### src/hdl/xcfh_pkg.sv
// ----------------------------------------------------------------------------
// xcfh_pkg
// Types and constants shared by the command frame handler modules.
// ----------------------------------------------------------------------------
package xcfh_pkg;

	localparam int FRAME_LEN = 4;
	localparam int Q_DEPTH   = 2;
	localparam int Q_PTR_W   = $clog2(Q_DEPTH);

	localparam logic [7:0] OP_SET   = 8'hAA;
	localparam logic [7:0] OP_RESET = 8'h52;
	localparam logic [7:0] RESET_B1 = 8'h45;
	localparam logic [7:0] RESET_B2 = 8'h53;

	localparam logic [0:3][7:0] NOK_REPLY = {8'h4E, 8'h4F, 8'h4B, 8'h4A};

	localparam logic [7:0] TIMEOUT_RESET = 8'd20;

	// Register indexes
	localparam logic [1:0] REG_ENABLED = 2'd0;
	localparam logic [1:0] REG_TIMEOUT = 2'd1;

	// Result kinds
	localparam logic [1:0] KIND_REPLY   = 2'd0;
	localparam logic [1:0] KIND_RELAY   = 2'd1;
	localparam logic [1:0] KIND_RESTART = 2'd2;

	typedef enum logic [1:0] {
		CMD_SET,
		CMD_RESET,
		CMD_NOK
	} cmd_op_t;

	typedef struct packed {
		cmd_op_t    op;
		logic [7:0] lo;
		logic [7:0] hi;
	} cmd_t;

endpackage

### src/hdl/xcfh_front.sv
// ----------------------------------------------------------------------------
// xcfh_front
// Frame collection, idle timeout and frame decode into queued commands.
// ----------------------------------------------------------------------------
module xcfh_front (
	input  logic           clk,
	input  logic           arst_n,
	input  logic           wr_en,
	input  logic [1:0]     wr_index,
	input  logic [7:0]     wr_data,
	input  logic           accept,
	input  logic           operation,
	input  logic [7:0]     rx_byte,
	output logic           push,
	output xcfh_pkg::cmd_t push_cmd
);
	import xcfh_pkg::*;

	logic             enabled_q;
	logic [7:0]       timeout_q;
	logic [0:3][7:0]  frame_q;
	logic [2:0]       count_q;
	logic [2:0]       last_seen_q;
	logic [7:0]       idle_q;

	logic             tick;
	logic             full;
	logic [7:0]       chk;
	logic [7:0]       idle_inc;

	assign tick     = accept && operation && enabled_q;
	assign full     = (count_q == 3'(FRAME_LEN));
	assign chk      = frame_q[0] ^ frame_q[1] ^ frame_q[2] ^ frame_q[3];
	assign idle_inc = (idle_q < timeout_q) ? idle_q + 8'd1 : idle_q;

	assign push = tick && full;

	always_comb begin
		push_cmd.lo = frame_q[1];
		push_cmd.hi = frame_q[2];
		if (chk == 8'h00 && frame_q[0] == OP_SET) begin
			push_cmd.op = CMD_SET;
		end else if (chk == 8'h00 && frame_q[0] == OP_RESET &&
			frame_q[1] == RESET_B1 && frame_q[2] == RESET_B2) begin
			push_cmd.op = CMD_RESET;
		end else begin
			push_cmd.op = CMD_NOK;
		end
	end

	// Configuration registers
	always_ff @(posedge clk or negedge arst_n) begin
		if (!arst_n) begin
			enabled_q <= 1'b1;
			timeout_q <= TIMEOUT_RESET;
		end else if (wr_en) begin
			case (wr_index)
				REG_ENABLED: enabled_q <= wr_data[0];
				REG_TIMEOUT: timeout_q <= wr_data;
				default: ;
			endcase
		end
	end

	// Frame store
	always_ff @(posedge clk or negedge arst_n) begin
		if (!arst_n) begin
			frame_q <= '0;
		end else if (accept && !operation && !full) begin
			frame_q[count_q[1:0]] <= rx_byte;
		end
	end

	// Counts and idle tracking
	always_ff @(posedge clk or negedge arst_n) begin
		if (!arst_n) begin
			count_q     <= '0;
			last_seen_q <= '0;
			idle_q      <= '0;
		end else if (accept && !operation) begin
			if (!full) begin
				count_q <= count_q + 3'd1;
			end
		end else if (tick) begin
			if (full) begin
				count_q     <= '0;
				last_seen_q <= 3'(FRAME_LEN);
				idle_q      <= '0;
			end else if (count_q != 3'd0) begin
				if (last_seen_q == count_q) begin
					idle_q <= idle_inc;
					// drop the partial frame once the timeout is reached
					if (idle_inc == timeout_q) begin
						count_q     <= '0;
						last_seen_q <= '0;
					end
				end else begin
					last_seen_q <= count_q;
					idle_q      <= '0;
				end
			end
		end
	end

endmodule

### src/hdl/xcfh_fifo.sv
// ----------------------------------------------------------------------------
// xcfh_fifo
// Short command queue between the front and back parts.
// ----------------------------------------------------------------------------
module xcfh_fifo (
	input  logic           clk,
	input  logic           arst_n,
	input  logic           push,
	input  xcfh_pkg::cmd_t push_cmd,
	input  logic           pop,
	output logic           full,
	output logic           head_valid,
	output xcfh_pkg::cmd_t head_cmd
);
	import xcfh_pkg::*;

	cmd_t                 mem_q [Q_DEPTH];
	logic [Q_PTR_W-1:0]   wr_ptr_q;
	logic [Q_PTR_W-1:0]   rd_ptr_q;
	logic [Q_PTR_W:0]     count_q;

	function automatic logic [Q_PTR_W-1:0] ptr_next(input logic [Q_PTR_W-1:0] p);
		return (p == Q_PTR_W'(Q_DEPTH - 1)) ? '0 : p + Q_PTR_W'(1);
	endfunction

	assign full       = (count_q == (Q_PTR_W+1)'(Q_DEPTH));
	assign head_valid = (count_q != '0);
	assign head_cmd   = mem_q[rd_ptr_q];

	always_ff @(posedge clk) begin
		if (push) begin
			mem_q[wr_ptr_q] <= push_cmd;
		end
	end

	always_ff @(posedge clk or negedge arst_n) begin
		if (!arst_n) begin
			wr_ptr_q <= '0;
			rd_ptr_q <= '0;
			count_q  <= '0;
		end else begin
			if (push) begin
				wr_ptr_q <= ptr_next(wr_ptr_q);
			end
			if (pop) begin
				rd_ptr_q <= ptr_next(rd_ptr_q);
			end
			if (push && !pop) begin
				count_q <= count_q + (Q_PTR_W+1)'(1);
			end else if (pop && !push) begin
				count_q <= count_q - (Q_PTR_W+1)'(1);
			end
		end
	end

endmodule

### src/hdl/xcfh_back.sv
// ----------------------------------------------------------------------------
// xcfh_back
// Expands each queued command into its result sequence, one per cycle unless stalled.
// ----------------------------------------------------------------------------
module xcfh_back (
	input  logic           clk,
	input  logic           arst_n,
	input  logic           head_valid,
	input  xcfh_pkg::cmd_t head_cmd,
	output logic           pop,
	input  logic           out_stall,
	output logic           out_valid,
	output logic [1:0]     kind,
	output logic [7:0]     reply_byte,
	output logic [15:0]    relay_word,
	output logic           last
);
	import xcfh_pkg::*;

	logic [2:0]  idx_q;
	logic        out_valid_q;
	logic [1:0]  kind_q;
	logic [7:0]  reply_q;
	logic [15:0] relay_q;
	logic        last_q;

	logic        slot_free;
	logic        load;
	logic [1:0]  r_kind;
	logic [7:0]  r_byte;
	logic [15:0] r_word;
	logic        r_last;

	assign slot_free = !out_valid_q || !out_stall;
	assign load      = slot_free && head_valid;
	assign pop       = load && r_last;

	always_comb begin
		r_kind = KIND_REPLY;
		r_byte = 8'h00;
		r_word = 16'h0000;
		r_last = 1'b0;
		case (head_cmd.op)
			CMD_SET: begin
				case (idx_q)
					3'd0: begin
						r_kind = KIND_RELAY;
						r_word = {head_cmd.hi, head_cmd.lo};
					end
					3'd1: r_byte = OP_SET;
					3'd2: r_byte = head_cmd.lo;
					3'd3: r_byte = head_cmd.hi;
					default: begin
						r_byte = OP_SET ^ head_cmd.lo ^ head_cmd.hi;
						r_last = 1'b1;
					end
				endcase
			end
			CMD_RESET: begin
				r_kind = KIND_RESTART;
				r_last = 1'b1;
			end
			default: begin
				r_byte = NOK_REPLY[idx_q[1:0]];
				r_last = (idx_q[1:0] == 2'(FRAME_LEN - 1));
			end
		endcase
	end

	always_ff @(posedge clk or negedge arst_n) begin
		if (!arst_n) begin
			idx_q       <= '0;
			out_valid_q <= 1'b0;
		end else if (slot_free) begin
			out_valid_q <= head_valid;
			if (load) begin
				idx_q <= r_last ? 3'd0 : idx_q + 3'd1;
			end
		end
	end

	always_ff @(posedge clk) begin
		if (load) begin
			kind_q  <= r_kind;
			reply_q <= r_byte;
			relay_q <= r_word;
			last_q  <= r_last;
		end
	end

	assign out_valid  = out_valid_q;
	assign kind       = kind_q;
	assign reply_byte = reply_q;
	assign relay_word = relay_q;
	assign last       = last_q;

endmodule

### src/hdl/xor_checked_command_frame_handler.sv
// ----------------------------------------------------------------------------
// xor_checked_command_frame_handler
// Four-byte XOR-checked command frames in, relay loads, restarts and reply
// bytes out.
// ----------------------------------------------------------------------------
//
//  Channel  | Handshake           | Payload
//  ---------+---------------------+------------------------------------------
//  input    | in_valid / in_stall | operation, rx_byte
//  output   | out_valid/out_stall | kind, reply_byte, relay_word, last
//  config   | wr_en               | wr_index, wr_data
//
//  An input transaction is accepted when in_valid is high and in_stall low; a
//  tick on a full frame, while enabled, queues one command. The back part emits
//  one result per cycle from the queue head while out_stall allows: five for
//  SET, one for RESET, four for NOK. Each command waits in the queue, and each
//  result is registered in the output register. in_stall rises only while
//  the two-entry queue is full; out_stall holds the output register and then
//  the queue. Reset clears all control state and the frame.
//
module xor_checked_command_frame_handler (
	input  logic        clk,
	input  logic        arst_n,
	input  logic        wr_en,
	input  logic [1:0]  wr_index,
	input  logic [7:0]  wr_data,
	input  logic        in_valid,
	output logic        in_stall,
	input  logic        operation,
	input  logic [7:0]  rx_byte,
	output logic        out_valid,
	input  logic        out_stall,
	output logic [1:0]  kind,
	output logic [7:0]  reply_byte,
	output logic [15:0] relay_word,
	output logic        last
);
	import xcfh_pkg::*;

	logic accept;
	logic push;
	cmd_t push_cmd;
	logic pop;
	logic q_full;
	logic head_valid;
	cmd_t head_cmd;

	// Hold the input side only when the queue has no room
	assign in_stall = q_full;
	assign accept   = in_valid && !in_stall;

	xcfh_front u_front (
		.clk       (clk),
		.arst_n    (arst_n),
		.wr_en     (wr_en),
		.wr_index  (wr_index),
		.wr_data   (wr_data),
		.accept    (accept),
		.operation (operation),
		.rx_byte   (rx_byte),
		.push      (push),
		.push_cmd  (push_cmd)
	);

	xcfh_fifo u_fifo (
		.clk        (clk),
		.arst_n     (arst_n),
		.push       (push),
		.push_cmd   (push_cmd),
		.pop        (pop),
		.full       (q_full),
		.head_valid (head_valid),
		.head_cmd   (head_cmd)
	);

	xcfh_back u_back (
		.clk        (clk),
		.arst_n     (arst_n),
		.head_valid (head_valid),
		.head_cmd   (head_cmd),
		.pop        (pop),
		.out_stall  (out_stall),
		.out_valid  (out_valid),
		.kind       (kind),
		.reply_byte (reply_byte),
		.relay_word (relay_word),
		.last       (last)
	);

endmodule

### config.mk
export PLATFORM = sky130hd
export DESIGN_NAME = xor_checked_command_frame_handler
export DESIGN_NICKNAME = d
export VERILOG_FILES = /design/src/hdl/xcfh_pkg.sv /design/src/hdl/xcfh_front.sv /design/src/hdl/xcfh_fifo.sv /design/src/hdl/xcfh_back.sv /design/src/hdl/xor_checked_command_frame_handler.sv
export SDC_FILE = /design/constraint.sdc
export NUM_CORES = 1
export LEC_CHECK = 0
export BUFFER_PORTS_ARGS = -buffer_cell sky130_fd_sc_hd__buf_2
export CAP_MARGIN = 20
export CORE_MARGIN = 1
export CORE_UTILIZATION = 53
export CTS_BUF_LIST = sky130_fd_sc_hd__clkbuf_16
export DETAILED_ROUTE_END_ITERATION = 8
export PLACE_DENSITY = 0.83
export SETUP_SLACK_MARGIN = 0.02
export SYNTH_ARGS = -nofsm -noshare
export SYNTH_HDL_FRONTEND = slang
export SYNTH_SLANG_ARGS = --single-unit
### constraint.sdc
create_clock -name clk -period 6.4 [get_ports clk]
set_clock_uncertainty 0.1 [all_clocks]
set_input_delay 0 -clock clk [delete_from_list [all_inputs] [get_ports clk]]
set_output_delay 0 -clock clk [all_outputs]
set_load 0.005 [all_outputs]
# After elaboration in Yosys (flattened, before gate mapping)
# Memories as Yosys holds them, arrays and structs flattened.
# Index checks and enable logic that the tools add are counted.
# totals
inputBits,24
ramBits,36
ff_bits,90
mem_count,1
output_inout_bits,29
word_cells,132
# classes
n_bitwise,8
add_sub_neg,7
mux,35
reduce_logical,43
n_lt_le_gt_ge,4
n_eq_ne,16
# memory_table
memory,depth,word_bits,rd,rd_clocked_by_memory_dff,wr,line,rtl
u_fifo.mem_q,2,18,1,0,1,xcfh_fifo.sv:17,cmd_t mem_q [Q_DEPTH];
# ops
op,count
two-way mux 8 bit,7
two-way mux 3 bit,11
bitwise mux 32 bit,1
one-hot mux 8 bit (4 select lines),1
XOR 8 bit,4
"== test 8 x 7 -> 1 bit, second input constant",3
binary-select mux 8 bit (select 2 bit),1
demux 8 bit (select 2 bit),1
one-hot mux 8 bit (2 select lines),1
logical AND 1 bit,15
nonzero test 3 bit,4
"adder 8 x 1 -> 8 bit, second input constant",1
== test 8 bit,1
"== test 8 bit, second input constant",1
zero test 8 bit,1
< comparator 8 bit,1
two-way mux 2 bit,4
AND reduction 2 bit,4
nonzero test 2 bit,4
zero test 1 bit,7
"adder 3 x 1 -> 3 bit, second input constant",2
"== test 3 x 2 -> 1 bit, second input constant",2
">= comparator 3 bit, second input constant",2
two-way mux 1 bit,6
23 further kinds,28

# Logic depth before layout (Yosys ltp)
# depth
word_depth,10
depth_mapped,10
depth_no_buf,9

# Cells and area by module
# A second synthesis with hierarchy kept.
# hier_totals
cells_unflattened,508
area_unflattened_um2,6426.2
# by_module_without_submodules
mod,seq_area_each_um2,instances,area_each_um2,cells_per_inst
xcfh_front,1380.1,1,3278.1,304
xcfh_back,910.9,1,1596.5,131
xcfh_fifo,1181.1,1,1537.7,72
xor_checked_command_frame_handler,0.0,1,13.8,1

# Least setup slack after synthesis
# Ideal clock, no wire load.
# synth_path
kind,register to register
startpoint,register u_front.count_q[0]
endpoint,memory u_fifo.mem_q[0][0] in the netlist's numbering (enable)
required_ns,5.884
t_arrival_ns,2.133
n_path_buf,0
stages_incl_launch_ff,5
setup_ns,0.416
synth_period_minus_slack_ns,2.649
setup_slack_ns,3.751
cell_sequence,dfrtp_1 -> inv_1 -> ha_1 -> nand2_1 -> nor3_1
# synth_via
elab_chain_cells,4
# synth_lines
item,line,rtl
"start, declared",xcfh_front.sv:22,logic [2:0] count_q;
"start signal, assigned",xcfh_front.sv:82,count_q <= count_q + 3'd1;
== test 3 bit,xcfh_front.sv:32,assign full = (count_q == 3'(FRAME_LEN));
logical AND 1 bit,xcfh_front.sv:36,assign push = tick && full;
two-way mux 1 bit,xcfh_fifo.sv:31,if (push) begin
two-way mux 1 bit (not written as such),xcfh_fifo.sv:32,mem_q[wr_ptr_q] <= push_cmd;
"end, declared",xcfh_fifo.sv:17,
# No other way between the ends.

# Worst setup path after layout
# layout_path
startpoint,register u_front.timeout_q[2]
endpoint,register u_front.count_q[2]
# layout_via
elab_chain_cells,5
# layout_lines
item,line,rtl
"start, declared",xcfh_front.sv:20,logic [7:0] timeout_q;
"start signal, assigned",xcfh_front.sv:59,REG_TIMEOUT: timeout_q <= wr_data;
< comparator 8 bit,xcfh_front.sv:34,assign idle_inc = (idle_q < timeout_q) ? idle_q + 8'd1 : idle_q;
two-way mux 8 bit,xcfh_front.sv:34,
== test 8 bit *,xcfh_front.sv:93,if (idle_inc == timeout_q) begin
nonzero test 3 bit (no source line) *,--,
AND reduction 5 bit (no source line) *,--,
# Mark *: on every way between the ends. The rest lies on a longest branch, timed or not.
# A chain may end at the register's enable or synchronous reset.

==> flow_summary.ini <==
[synthesis]
ys_top_cells_by_area = edfxtp_1, dfrtp_1, mux2_2
synth-edff-count = 63
ys_ff_latch = 126
synth_top_area_frac = 0.310
syn_avg_cell_area_um2 = 12.7
async_flop_share = 0.500
synth_area_leader_cell = edfxtp_1
synth_nets = 524
synth_cells = 482
synthFlopType = edfxtp_1
seq_area_frac_synth = 0.569
synth_cell_type_count = 58
yosys_warnings = 0
syn_area_um2 = 6100

[detailed_routing]
dr.pass1.iters = 5
vias = 4109
drt-initial-drc-count = 357
drcViolationCount = 0
detail-route-antenna-nets = 0
wl_per_cell_um = 16.5
via_per_inst = 5.70
wl_mm = 11.9

[final_layout]
multi_input_area_um2 = 2500
layout_common_cells = edfxtp_1, dfrtp_1, mux2_2, buf_2, xnor2_1
drive_above_1_share = 0.267
final_core_util = 0.665
fin_nets = 610
n_fill_cell = 785
final_common_cell = edfxtp_1
seqCellArea_um2 = 3470
area_growth_pct = 20.2
antenna_cells = 0

[timing]
timing.final.max_slew_violations = 0
timing.final.hold_violations = 0
maxSlewHeadroom = 0.320
finalCriticalPeriod_ns = 3.44
fmax_mhz = 291
worstMarginPinSlew_ns = 1.02
rsz0062_at_grt = no
period_share = 0.537
finalSetupViolCount = 0
fin_tns_setup_ns = 0

[placement]
hpwl_mm = 7.89
globalplace.congestion = 0.855
port_buffers = 52

[run_status]
outcome = finished clean

[setup_path]
cp-start-kind = flop
worstPathRequired_ns = 6.59
critPathKind = flop to flop
cp_max_fo = 11
end_kind = flop
crit_arrival_ns = 3.63

[grt]
grt_pass1_wl_mm = 19.5
grt.total_usage = 0.218
grt_start_max_net_pins = 64
antenna_found_initial = 0
gr-total-overflow = 0
grt_pass1_vias = 4076

[clock_tree]
clk_latency_ns = 0.42
cts_max_level = 4
clockBufferDepth = 2
cts.root.buffer_cell = clkbuf_16
clk_pin_slew_ns = 0.06
cts_buffers = 17
postCtsSetupBuffers = 0
cts_tree = yes
cts_sinks = 126

[power_and_ir_drop]
vdd_ir_drop_max_mv = 0.207
power_density_nw_per_um2 = 447
p_leak_nw = 3.03

[min_path]
hold_class = input pin to flop

[floorplan]
start_util = 0.553
die_width_um = 109
boundaryPins = 53
rows = 38
dieArea_um2 = 11900
coreArea_um2 = 11000
fp.dieH_um = 109

[flow_run]
max_cap_viol_count = 0
## cell families after synthesis
logic type,Yosys count,synth area share
muxes,61,0.111
xor gates and xnor gates,53,0.0786
DFF,126,0.569
AOI/OAI and AO/OA,72,0.0765
adders and majority gates,18,0.0369
buffers and inverters,31,0.0219
and+or+nand+nor,121,0.105
## through the flow
step | cell area (µm²) | power, mW | hold slack (ns) | setup slack, ns | std cells
finish | 7330 | 3.28 | 0.162 | 2.96 | 721
global route | 7330 | 3.45 | 0.199 | 2.69 | 721
CTS | 7310 | 3.25 | 0.169 | 3.01 | 720
detailed placement | 6490 | 2.30 | 0.124 | 3.05 | 664
global placement | 6490 | 2.24 | 0.109 | 3.25 | 664
floorplan | 6100 | 2.03 | -0.396 | 3.75 | 482
## per-layer routing
metal	vias to the layer above	GRT usage	wire length, µm
met5	-	0	0
met4	0	0.101	227
met3	24	0.0496	559
met2	142	0.352	5840
met1	2011	0.281	5280
li1	1932	-	-
## cells in the mapped netlist, drive strengths merged (14+ instances only)
| cell | count |
|---|---|
| edfxtp | 63 |
| dfrtp | 60 |
| mux2 | 52 |
| xnor2 | 39 |
| nor2 | 31 |
| nand2 | 30 |
| o21ai | 26 |
| inv | 19 |
| ha | 18 |
| a21oi | 16 |
| and3 | 16 |
| xor2 | 14 |
## final cells by class
cell class / instances / share of cell area
flip-flops and latches: 126 / 0.473
clock inverters: 15 / 0.0201
inverters: 19 / 0.00973
clock buffers: 17 / 0.0580
multi-input cells: 325 / 0.341
repair buffers: 79 / 0.0740
well taps: 140 / 0.0239
## what timing repair did
action / 4_1_cts / 5_1_grt
hold buffers: 24 / 0
endpoints found under the hold margin: 106 / 0
resized for setup: 0 / 0
## registers in the layout, summed over array words and instances (netlist names)
register,flops
u_back.last,1
u_front.timeout_q,8
u_front.push_cmd,16
u_front.last_seen_q,3
u_fifo.rd_ptr_q,1
u_fifo.mem_q,36
u_back.kind,2
u_back.relay_word,16
u_front.enabled_q,1
u_back.idx_q,3
u_front.frame_q,16
u_fifo.count_q,2
u_front.count_q,3
u_fifo.wr_ptr_q,1
u_front.idle_q,8
u_back.reply_byte,8
u_back.out_valid,1
## worst paths after layout
kind / startpoint / to / slack [ns] / cells past startpoint
setup / recovery: u_front.timeout_q[2]$_DFFE_PN1P_ / u_front.count_q[2]$_DFFE_PN0P_ / 2.96 / 10
hold / removal: wr_en / u_front.timeout_q[2]$_DFFE_PN1P_ / 0.16 / 3
setup reg to reg: u_front.timeout_q[2]$_DFFE_PN1P_ / u_front.count_q[2]$_DFFE_PN0P_ / 2.96 / 10
hold reg to reg: u_back.out_valid$_DFFE_PN0P_ / u_back.out_valid$_DFFE_PN0P_ / 0.39 / 2
max in group asynchronous: arst_n / u_front.last_seen_q[0]$_DFFE_PN0P_ / 5.47 / 3
min in group asynchronous: arst_n / u_front.frame_q[5]$_DFFE_PN0P_ / 0.17 / 3
## power breakdown
group / switching, mW / leakage, nW / internal, mW
clock: 0.358 / 0.276 / 0.570
combinational: 0.482 / 1.40 / 0.508
sequential: 0.240 / 1.35 / 1.12
## critical path: stages (launching register included)
cell           delay (ns)
dfstp_2              0.59
inv_1                0.07
ha_1                 0.30
a21oi_1              0.14
o21ai_1              0.10
a32oi_2              0.27
and2_1               0.41
a31oi_1              0.17
o31ai_2              0.40
a31oi_1              0.17
dlygate4sd3_1        0.59
Power figures use the tool's default switching activity.
